File: src/wbps_pkg.sv
// Shared types and constants for the wildcard byte pattern scanner.
`default_nettype none

package wbps_pkg;

    localparam int BYTE_W      = 8;
    localparam int SIG_BYTES   = 16;
    localparam int LEN_W       = 5;
    localparam int CNT_W       = 8;
    localparam int CFG_W       = 64;
    localparam int CFG_IDX_W   = 3;
    localparam int LIMIT_RESET = 50;

    typedef enum logic [CFG_IDX_W-1:0] {
        CFG_PAT_LOW  = 3'd0,
        CFG_PAT_HIGH = 3'd1,
        CFG_CARE     = 3'd2,
        CFG_LENGTH   = 3'd3,
        CFG_LIMIT    = 3'd4
    } cfg_reg_t;

    // Signature settings as seen by the compare logic; length is already capped.
    typedef struct packed {
        logic [SIG_BYTES*BYTE_W-1:0] pattern;
        logic [SIG_BYTES-1:0]        care;
        logic [LEN_W-1:0]            length;
    } sig_cfg_t;

endpackage

`default_nettype wire

File: src/wildcard_byte_pattern_scanner.sv
// Top level of the wildcard byte pattern scanner: stream ports, state and result register.
`default_nettype none

// The scanner takes one byte per clock on the s_ side and returns one result
// transaction per byte on the m_ side, through an input register and then a
// result register. Throughput is one byte per cycle while the output is not
// stalled, set by the combinational window compare between the two registers;
// the input register lets one more byte in while a result waits. Each result
// says whether a signature match ends at that byte, the address of the first
// byte of that match, the matches reported in the current scan and whether the
// match limit has been reached. Configuration is written through cfg_wen/
// cfg_index/cfg_wdata while the stream is idle; the user, not the block, ensures it.

module wildcard_byte_pattern_scanner
    import wbps_pkg::*;
#(
    parameter int PATTERN_MAX  = 16,
    parameter int ADDRESS_BITS = 47
)
(
    input  logic                  clk,
    input  logic                  rst_n,

    input  logic                  cfg_wen,
    input  logic [CFG_IDX_W-1:0]  cfg_index,
    input  logic [CFG_W-1:0]      cfg_wdata,

    input  logic                  s_tvalid,
    output logic                  s_tready,
    // s_tdata: data_byte, byte_address, zero fill
    input  logic [((BYTE_W+ADDRESS_BITS+7)/8)*8-1:0] s_tdata,
    // s_tuser: region_start, new_scan
    input  logic [1:0]            s_tuser,

    output logic                  m_tvalid,
    input  logic                  m_tready,
    // m_tdata: match_found, match_address, matches_so_far, limit_reached, zero fill
    output logic [((2+ADDRESS_BITS+CNT_W+7)/8)*8-1:0] m_tdata
);

    localparam int CMP_N    = (PATTERN_MAX < SIG_BYTES) ? PATTERN_MAX : SIG_BYTES;
    localparam int WIN_N    = PATTERN_MAX - 1;
    localparam int BIR_W    = $clog2(PATTERN_MAX);

    // Configuration registers.
    logic [CFG_W-1:0]     pat_low_reg;
    logic [CFG_W-1:0]     pat_high_reg;
    logic [SIG_BYTES-1:0] care_reg;
    logic [LEN_W-1:0]     len_reg;
    logic [CNT_W-1:0]     limit_reg;

    // Input stage.
    logic                    a_valid_reg;
    logic [BYTE_W-1:0]       a_byte_reg;
    logic [ADDRESS_BITS-1:0] a_addr_reg;
    logic                    a_rstart_reg;
    logic                    a_nscan_reg;

    // Scan state.
    logic [BYTE_W-1:0] win_reg  [WIN_N];
    logic [BYTE_W-1:0] win_eff  [WIN_N];
    logic [BYTE_W-1:0] win_next [WIN_N];
    logic [BIR_W-1:0]  bir_reg;
    logic [BIR_W-1:0]  bir_eff;
    logic [BIR_W-1:0]  bir_next;
    logic [CNT_W-1:0]  cnt_reg;
    logic [CNT_W-1:0]  cnt_eff;
    logic [CNT_W-1:0]  cnt_next;

    // Result stage.
    logic                    o_valid_reg;
    logic                    o_found_reg;
    logic [ADDRESS_BITS-1:0] o_addr_reg;
    logic [CNT_W-1:0]        o_cnt_reg;
    logic                    o_limit_reg;

    logic                    advance;
    logic [LEN_W-1:0]        len_eff;
    sig_cfg_t                sig_cfg;
    logic [BYTE_W-1:0]       seq [CMP_N];
    logic                    fit;
    logic                    enough_bytes;
    logic                    report;
    logic [ADDRESS_BITS-1:0] start_addr;

    assign advance  = a_valid_reg && (!o_valid_reg || m_tready);
    assign s_tready = !a_valid_reg || !o_valid_reg || m_tready;

    assign len_eff = (len_reg > LEN_W'(CMP_N)) ? LEN_W'(CMP_N) : len_reg;

    assign sig_cfg.pattern = {pat_high_reg, pat_low_reg};
    assign sig_cfg.care    = care_reg;
    assign sig_cfg.length  = len_eff;

    // A region start empties the window before this byte is looked at.
    always_comb
    begin
        for (int k = 0; k < WIN_N; k++)
        begin
            win_eff[k] = a_rstart_reg ? '0 : win_reg[k];
        end
        bir_eff = a_rstart_reg ? '0 : bir_reg;

        seq[0] = a_byte_reg;
        for (int j = 1; j < CMP_N; j++)
        begin
            seq[j] = win_eff[j-1];
        end

        win_next[0] = a_byte_reg;
        for (int k = 1; k < WIN_N; k++)
        begin
            win_next[k] = win_eff[k-1];
        end
        bir_next = (bir_eff < BIR_W'(WIN_N)) ? bir_eff + BIR_W'(1) : bir_eff;
    end

    wbps_sig_cmp #(
        .PATTERN_MAX (PATTERN_MAX)
    ) u_sig_cmp (
        .cfg (sig_cfg),
        .seq (seq),
        .fit (fit)
    );

    always_comb
    begin
        enough_bytes = (int'(bir_eff) + 1) >= int'(len_eff);
        cnt_eff      = a_nscan_reg ? '0 : cnt_reg;
        report       = fit && enough_bytes && (cnt_eff < limit_reg);
        cnt_next     = (report && (cnt_eff != '1)) ? cnt_eff + CNT_W'(1) : cnt_eff;
        start_addr   = report ? (a_addr_reg - ADDRESS_BITS'(len_eff) + ADDRESS_BITS'(1))
                              : '0;
    end

    // Control state and configuration.
    always_ff @(posedge clk or negedge rst_n)
    begin
        if (!rst_n)
        begin
            pat_low_reg  <= '0;
            pat_high_reg <= '0;
            care_reg     <= '1;
            len_reg      <= LEN_W'(1);
            limit_reg    <= CNT_W'(LIMIT_RESET);
            a_valid_reg  <= 1'b0;
            o_valid_reg  <= 1'b0;
            bir_reg      <= '0;
            cnt_reg      <= '0;
            for (int k = 0; k < WIN_N; k++)
            begin
                win_reg[k] <= '0;
            end
        end
        else
        begin
            if (cfg_wen)
            begin
                unique case (cfg_index)
                    CFG_PAT_LOW:  pat_low_reg  <= cfg_wdata;
                    CFG_PAT_HIGH: pat_high_reg <= cfg_wdata;
                    CFG_CARE:     care_reg     <= cfg_wdata[SIG_BYTES-1:0];
                    CFG_LENGTH:   len_reg      <= cfg_wdata[LEN_W-1:0];
                    CFG_LIMIT:    limit_reg    <= cfg_wdata[CNT_W-1:0];
                    default:      ;
                endcase
            end

            if (s_tvalid && s_tready)
            begin
                a_valid_reg <= 1'b1;
            end
            else if (advance)
            begin
                a_valid_reg <= 1'b0;
            end

            if (advance)
            begin
                o_valid_reg <= 1'b1;
                bir_reg     <= bir_next;
                cnt_reg     <= cnt_next;
                win_reg     <= win_next;
            end
            else if (m_tready)
            begin
                o_valid_reg <= 1'b0;
            end
        end
    end

    // Payload registers.
    always_ff @(posedge clk)
    begin
        if (s_tvalid && s_tready)
        begin
            a_byte_reg   <= s_tdata[BYTE_W-1:0];
            a_addr_reg   <= s_tdata[BYTE_W +: ADDRESS_BITS];
            a_rstart_reg <= s_tuser[0];
            a_nscan_reg  <= s_tuser[1];
        end
        if (advance)
        begin
            o_found_reg <= report;
            o_addr_reg  <= start_addr;
            o_cnt_reg   <= cnt_next;
            o_limit_reg <= (cnt_next >= limit_reg);
        end
    end

    assign m_tvalid = o_valid_reg;

    always_comb
    begin
        m_tdata                            = '0;
        m_tdata[0]                         = o_found_reg;
        m_tdata[ADDRESS_BITS:1]            = o_addr_reg;
        m_tdata[ADDRESS_BITS+1 +: CNT_W]   = o_cnt_reg;
        m_tdata[ADDRESS_BITS+1+CNT_W]      = o_limit_reg;
    end

    a_stall_holds_result: assert property (@(posedge clk) disable iff (!rst_n)
        o_valid_reg && !m_tready |-> !advance)
        else $error("result register overwritten while stalled");

    a_found_counts: assert property (@(posedge clk) disable iff (!rst_n)
        o_valid_reg && o_found_reg |-> o_cnt_reg != '0)
        else $error("reported match with zero match count");

    a_no_match_no_addr: assert property (@(posedge clk) disable iff (!rst_n)
        o_valid_reg && !o_found_reg |-> o_addr_reg == '0)
        else $error("match address set without a match");

    a_fill_bounded: assert property (@(posedge clk) disable iff (!rst_n)
        int'(bir_reg) <= WIN_N)
        else $error("window fill count beyond window depth");

    a_ready_only_when_full: assert property (@(posedge clk) disable iff (!rst_n)
        !s_tready |-> a_valid_reg && o_valid_reg)
        else $error("input refused while a stage is free");

endmodule

`default_nettype wire

File: src/wbps_sig_cmp.sv
// Parallel wildcard compare of the newest bytes of a region against the signature.
`default_nettype none

module wbps_sig_cmp
    import wbps_pkg::*;
#(
    parameter int PATTERN_MAX = 16
)
(
    input  sig_cfg_t             cfg,
    // seq[0] is the newest byte, seq[k] the byte k positions earlier.
    input  logic [BYTE_W-1:0]    seq [(PATTERN_MAX < SIG_BYTES) ? PATTERN_MAX : SIG_BYTES],
    output logic                 fit
);

    localparam int CMP_N = (PATTERN_MAX < SIG_BYTES) ? PATTERN_MAX : SIG_BYTES;

    logic [CMP_N-1:0] ok;

    // Pattern byte i lines up with the byte (length - 1 - i) positions back.
    always_comb
    begin
        for (int i = 0; i < CMP_N; i++)
        begin
            ok[i] = 1'b1;
            if ((LEN_W'(i) < cfg.length) && cfg.care[i])
            begin
                for (int j = 0; j < CMP_N; j++)
                begin
                    if (LEN_W'(i + j + 1) == cfg.length)
                    begin
                        ok[i] = (seq[j] == cfg.pattern[BYTE_W*i +: BYTE_W]);
                    end
                end
            end
        end
        fit = (cfg.length != '0) && (&ok);
    end

endmodule

`default_nettype wire

File: config.mk
export PLATFORM = sky130hd
export DESIGN_NAME = wildcard_byte_pattern_scanner
export DESIGN_NICKNAME = d
export VERILOG_FILES = /design/src/wbps_pkg.sv /design/src/wildcard_byte_pattern_scanner.sv /design/src/wbps_sig_cmp.sv
export SDC_FILE = /design/constraint.sdc
export NUM_CORES = 2
export LEC_CHECK = 0
export ABC_AREA = 0
export CAP_MARGIN = 40
export CORE_MARGIN = 10
export CORE_UTILIZATION = 46
export CTS_CLUSTER_SIZE = 14
export DETAILED_ROUTE_END_ITERATION = 10
export DONT_BUFFER_PORTS = 1
export PLACE_DENSITY = 0.68
export SYNTH_ARGS = -nofsm -noshare
export SYNTH_HDL_FRONTEND = slang
export SYNTH_SLANG_ARGS = --single-unit
File: constraint.sdc
create_clock -name clk -period 15.8 [get_ports clk]
set_clock_uncertainty 0.1 [all_clocks]
set_input_delay 3.16 -clock clk [delete_from_list [all_inputs] [get_ports clk]]
set_output_delay 3.16 -clock clk [all_outputs]
set_load 0.02 [all_outputs]
---- Word level (Yosys, flattened, before mapping) ----
Cells that the tools add are included.
W data, S select, Z words.
word-level totals
  output and inout port bits .............. 66
  register bits ........................... 405
  logic and storage cells ................. 683
  input port bits ......................... 130
cells by class
  add/sub/neg operators ................... 5
  reduce and logical (&&, ||, !) cells .... 37
  mux-type cells .......................... 296
  equality and inequality tests ........... 292
  order comparisons ....................... 21
operator list
  cell                     count
  $eq A8 B8 Y1             256
  $mux W1                  276
  $mux W8                  17
  $eq A5 B5 Y1 const A     16
  $add A47 B1 Y47 const B  1
  $sub A47 B5 Y47          1
  $eq A4 B5 Y1 const A     8
  $lt A4 B5 Y1 const A     8
  $logic_and A1 B1 Y1      22
  $eq A3 B5 Y1 const A     4
  $lt A3 B5 Y1 const A     4
  $reduce_and A16 Y1       1
  $eq A2 B5 Y1 const A     2
  $lt A1 B5 Y1 const A     2
  $lt A2 B5 Y1 const A     2
  $reduce_and A2 Y1        5
  $add A8 B1 Y8 const B    1
  $ge A8 B8 Y1             1
  $lt A8 B8 Y1             1
  $mux W4                  2
  $ne A8 B8 Y1 const B     1
  $eq A3 B2 Y1 const B     2
  $add A4 B1 Y5 const B    1
  $eq A1 B5 Y1 const A     1
  other kinds (12)         16

---- Depth between registers and ports, before layout ----
  depth in word-level cells ............... 27
  mapped depth ............................ 32
  mapped depth without buffers ............ 25

---- Cells and area by module ----
Synthesis repeated with hierarchy kept, for this count alone.
second synthesis, totals
  cell total of the unflattened synthesis .. 5,212
  area total of the unflattened synthesis .. 45,914.0 um^2
modules (own cells, without submodules)
  module                         instances  cells each  area an instance (um^2)  seq. area each (um^2)
  wbps_sig_cmp                   1          3,696       26,845.7                 0.0
  wildcard_byte_pattern_scanner  1          1,516       19,068.3                 10,730.3

---- Least setup slack after synthesis ----
No wires, ideal clock.
  path type ............................... input-to-output
  start point ............................. input m_tready
  end point ............................... output s_tready
  slack ................................... 9.102 ns
  data arrival time ....................... 3.438 ns
  path buffers ............................ 0
  data required time ...................... 12.540 ns
  stages .................................. 1
  path through ............................ nand3b_1
between the ends
  cells in the longest elaborated chain, start to end .. 1
RTL lines
  element             RTL line                             source
  start, declared     wildcard_byte_pattern_scanner.sv:36  input logic m_tready,
  $logic_or A1 B1 Y1  wildcard_byte_pattern_scanner.sv:87  assign s_tready = !a_valid_reg || !o_valid_reg || m_tready;
  end, declared       wildcard_byte_pattern_scanner.sv:29  output logic s_tready,
Every way passes these cells.

---- Worst setup path in the final report ----
  start point ............................. register a_rstart_reg
  end point ............................... register o_limit_reg, data pin
between the ends
  cells in the longest elaborated chain, start to end .. 25
  elaborated cells between the ends (all ways) .. 521
  classes of those cells .................. add/sub (1); order compare (2); eq/ne (240); mux (273); reduce/logical (5)
RTL lines
  element                             RTL line                              source
  start, declared                     wildcard_byte_pattern_scanner.sv:56   logic a_rstart_reg;
  start signal, assigned              wildcard_byte_pattern_scanner.sv:199  a_rstart_reg <= s_tuser[0];
  $mux W8                             wildcard_byte_pattern_scanner.sv:100  win_eff[k] = a_rstart_reg ? '0 : win_reg[k];
  $eq A8 B8 Y1                        wbps_sig_cmp.sv:32                    ok[i] = (seq[j] == cfg.pattern[BYTE_W*i +: BYTE_W]);
  $mux W1 (15 in a row)               wbps_sig_cmp.sv:30                    if (LEN_W'(i + j + 1) == cfg.length)
  $mux W1                             wbps_sig_cmp.sv:26                    if ((LEN_W'(i) < cfg.length) && cfg.care[i])
  $reduce_and A16 Y1                  wbps_sig_cmp.sv:37                    fit = (cfg.length != '0) && (&ok);
  $logic_and A1 B1 Y1                 wbps_sig_cmp.sv:37
  $logic_and A1 B1 Y1 * (2 in a row)  wildcard_byte_pattern_scanner.sv:130  report = fit && enough_bytes && (cnt_eff < limit_reg);
  $logic_and A1 B1 Y1 *               wildcard_byte_pattern_scanner.sv:131  cnt_next = (report && (cnt_eff != '1)) ? cnt_eff + CNT_W'(1) : cnt_eff;
  $mux W8 *                           wildcard_byte_pattern_scanner.sv:131
  $ge A8 B8 Y1 *                      wildcard_byte_pattern_scanner.sv:207  o_limit_reg <= (cnt_next >= limit_reg);
  end signal, assigned                wildcard_byte_pattern_scanner.sv:207
  end, declared                       wildcard_byte_pattern_scanner.sv:75   logic o_limit_reg;
Every way passes the cells marked *; elsewhere a longest branch is shown, timed or not.
A chain may end at the register's enable or synchronous reset.

==> flow_metrics.env <==
export IMPL_cts_root_buf="clkbuf_16"
export IMPL_criticalPathCategory="reg2reg"
export IMPL_wl_per_cell_um=34.8
export IMPL_total_power_mw=5.26
export IMPL_slew_headroom_pct=20.5
export IMPL_hpwl_um=146000
export IMPL_fin_area_sq_um=43600
export IMPL_ys_warnings_count=0
export IMPL_synth_cell_type_count=97
export IMPL_cp_max_fo=156
export IMPL_rsz0062_at_grt="false"
export IMPL_cts_resized=0
export IMPL_grt_overflow_total=0
export IMPL_placementRows=110
export IMPL_syn_inst=5254
export IMPL_yosys_area_top_type="dfrtp_1"
export IMPL_ys_flop_type="dfrtp_1"
export IMPL_vias=44400
export IMPL_synth_top_area_share_pct=16.3
export IMPL_postCtsSetupRepairBufs=0
export IMPL_power_density_nw_per_um2=121
export IMPL_die_area_sq_um=103000
export IMPL_peakVddDrop_v=0.000101
export IMPL_io_pins=196
export IMPL_fmax_mhz=134
export IMPL_ant_nets=0
export IMPL_fin_util_pct=48.5
export IMPL_fin_crit_ns=7.45
export IMPL_drc=0
export IMPL_cts_tree="built"
export IMPL_netlist_area_sq_um=41600
export IMPL_setup_violations_final=0
export IMPL_end_kind="flip-flop"
export IMPL_grt_max_degree=292
export IMPL_globalplace_congestion=1.09
export IMPL_first_iter_violations=7890
export IMPL_finalCritPeriodShare_pct=47.2
export IMPL_largest_register_ffs=120
export IMPL_core_sq_um=89900
export IMPL_syn_to_final_growth_pct=4.76
export IMPL_nets=5045
export IMPL_die_h_um=321
export IMPL_grt_pass1_vias=39600
export IMPL_cts_buffers=50
export IMPL_drt_total_wl_um=211000
export IMPL_clk_path_buf_depth=3
export IMPL_start_kind="flip-flop"
export IMPL_setup_tns_final_ns=0
export IMPL_p_leak_nw=14.5
export IMPL_synth_seq_area_share_pct=25.8
export IMPL_report_final_slew_viol_count=0
export IMPL_hp_class="reg2reg"
export IMPL_hold_viol=0
export IMPL_cap_violations=0
export IMPL_first_pass_iters=9
export IMPL_syn_avg_cell_area_sq_um=7.93
export IMPL_worstPathRequired_ns=16.14
export IMPL_fp_dieW_um=321
export IMPL_cts_hold_buf=0
export IMPL_htree_levels=2
export IMPL_clock_latency_ns=0.69
export IMPL_synth_area_top_cells="dfrtp_1 16%, xnor2_1 11%, edfxtp_1 8.2%"
export IMPL_worst_pin_slew_ns=1.19
export IMPL_grt_usage_pct=39.3
export IMPL_ys_ff_latch=405
export IMPL_start_util_pct=46.3
export IMPL_arrival_ns=7.79
export IMPL_post_dp_cell_area_sq_um=42000
export IMPL_grt_pass1_wl_um=297000
export IMPL_cts_clk_slew_worst_paths_ns=0.06
export IMPL_status="finished clean"
export IMPL_clock_sinks=405
export IMPL_drive_gt1_share_pct=9.85
export IMPL_hold_ws_ns=0.374
export IMPL_fillCellCount=8737
export IMPL_async_flop_share_pct=71.9
export IMPL_portBuffers=0
export IMPL_antenna_found_initial=19
export IMPL_drt_vias_per_instance=7.31
export IMPL_synth_edf_count=114
## layout by cell type (no fill, tap or decap), drive strengths merged, types with 12 or more instances in the layout
cell type	netlist	layout
xnor2	513	513
nor2	495	495
o21ai	395	395
nand2	302	302
dfrtp	271	271
nor2b	240	240
o32ai	227	227
a31oi	218	218
a32oi	202	202
buf	268	200
nor4bb	168	168
inv	145	147
a21oi	139	139
mux2	130	130
edfxtp	114	114
nand4	104	104
xor2	91	91
nand3	87	87
o22ai	77	77
clkbuf	402	72
ha	71	71
nor3	50	50
nand2b	49	49
nor4	48	48
a21o	35	35
o31ai	33	33
nor4b	29	29
and3	27	27
o211ai	22	22
dfstp	20	20
a211oi	19	19
o32a	18	18
and2	16	16
clkinv	3	15
o21bai	14	14
a22oi	14	14
a41oi	12	12
o21a	12	12
## critical path: stages, from the launching register on
cell and delay (ns):
edfxtp_1 0.33, buf_4 0.48, buf_12 0.56, buf_4 0.55
nor2b_1 0.23, xor2_1 0.20, a21oi_1 0.27, nand4_1 0.15
o311ai_0 0.86, o32ai_1 0.24, buf_2 0.24, nor2_1 0.12
nand4_1 0.16, nor4_4 0.29, buf_4 0.38, nand3_1 0.17
and2_1 0.20, ha_1 0.26, nand2b_1 0.14, a21o_1 0.18
a21oi_1 0.15, nor2b_1 0.06, o21ai_0 0.14, nand2b_1 0.07
a21oi_1 0.16, nor2b_1 0.07, o21ai_0 0.14, nand2b_1 0.07
## through the flow
step	instances	worst slack [ns]
after floorplan	5260	9.10
after global placement	5933	8.50
after detailed placement	5960	8.66
after CTS	6050	8.64
after global routing	6062	8.06
final	6068	8.35
## Yosys cell counts, types with 22 or more instances
master,number
nand2_1,302
nor3_1,46
nand2b_1,49
a31oi_1,218
o211ai_1,22
and3_1,27
buf_2,111
o32ai_1,227
inv_1,143
nor4b_1,29
a21o_1,35
buf_1,126
clkbuf_1,400
nor4_1,46
o22ai_1,77
nand3_1,87
a21oi_1,137
a32oi_1,202
xnor2_1,513
nor2_1,495
mux2_2,130
dfrtp_1,271
o31ai_1,31
nor4bb_1,168
edfxtp_1,114
o21ai_0,394
xor2_1,91
ha_1,71
buf_4,27
nand4_1,104
nor2b_1,240
## worst paths after layout
| check | start | end | slack [ns] | depth (start not counted) |
|---|---|---|---|---|
| min in group asynchronous | rst_n | win_reg[47] | 2.12 | 0 |
| max in group asynchronous | rst_n | pat_low_reg[43] | 12.89 | 0 |
| worst min-delay path | win_reg[7] | win_reg[7] | 0.37 | 2 |
| worst max register to register | a_rstart_reg | o_limit_reg | 8.35 | 27 |
| worst max-delay path | a_rstart_reg | o_limit_reg | 8.35 | 27 |
| worst min register to register | win_reg[7] | win_reg[7] | 0.37 | 2 |
## per-layer routing
metal	track usage (%)	wire length, um	up-vias
li1	-	-	18600
met1	49.0	76600	21200
met2	54.7	82500	3597
met3	15.9	33000	917
met4	27.2	18900	20
met5	0	128	-
## area by class of cell
class	instances	area (sq um)	share of cell area, %
Multi-Input combinational cell	4037	27600	63.3
Sequential cell	405	10700	24.6
Timing Repair Buffer	201	1640	3.75
Tap cell	1176	1470	3.37
Clock buffer	72	1390	3.19
Inverter	148	562	1.29
Clock inverter	18	174	0.399
Antenna cell	11	27.5	0.0631
## cells by family after synthesis
group,share of synthesized area (%)
other,0.00900
and+or+nand+nor,22.0
DFF,25.8
buffers and inverters,8.03
AOI/OAI and AO/OA,25.6
adders and majority gates,2.21
muxes,3.61
xor gates and xnor gates,12.7
## power by group
group	internal (mW)	switching [mW]	total, mW	leakage [nW]
sequential	1.22	0.279	1.50	4.80
combinational	0.879	1.75	2.63	8.99
clock	0.619	0.511	1.13	0.755
total	2.72	2.54	5.26	14.5
No activity file was read; power rests on OpenSTA's default activity.
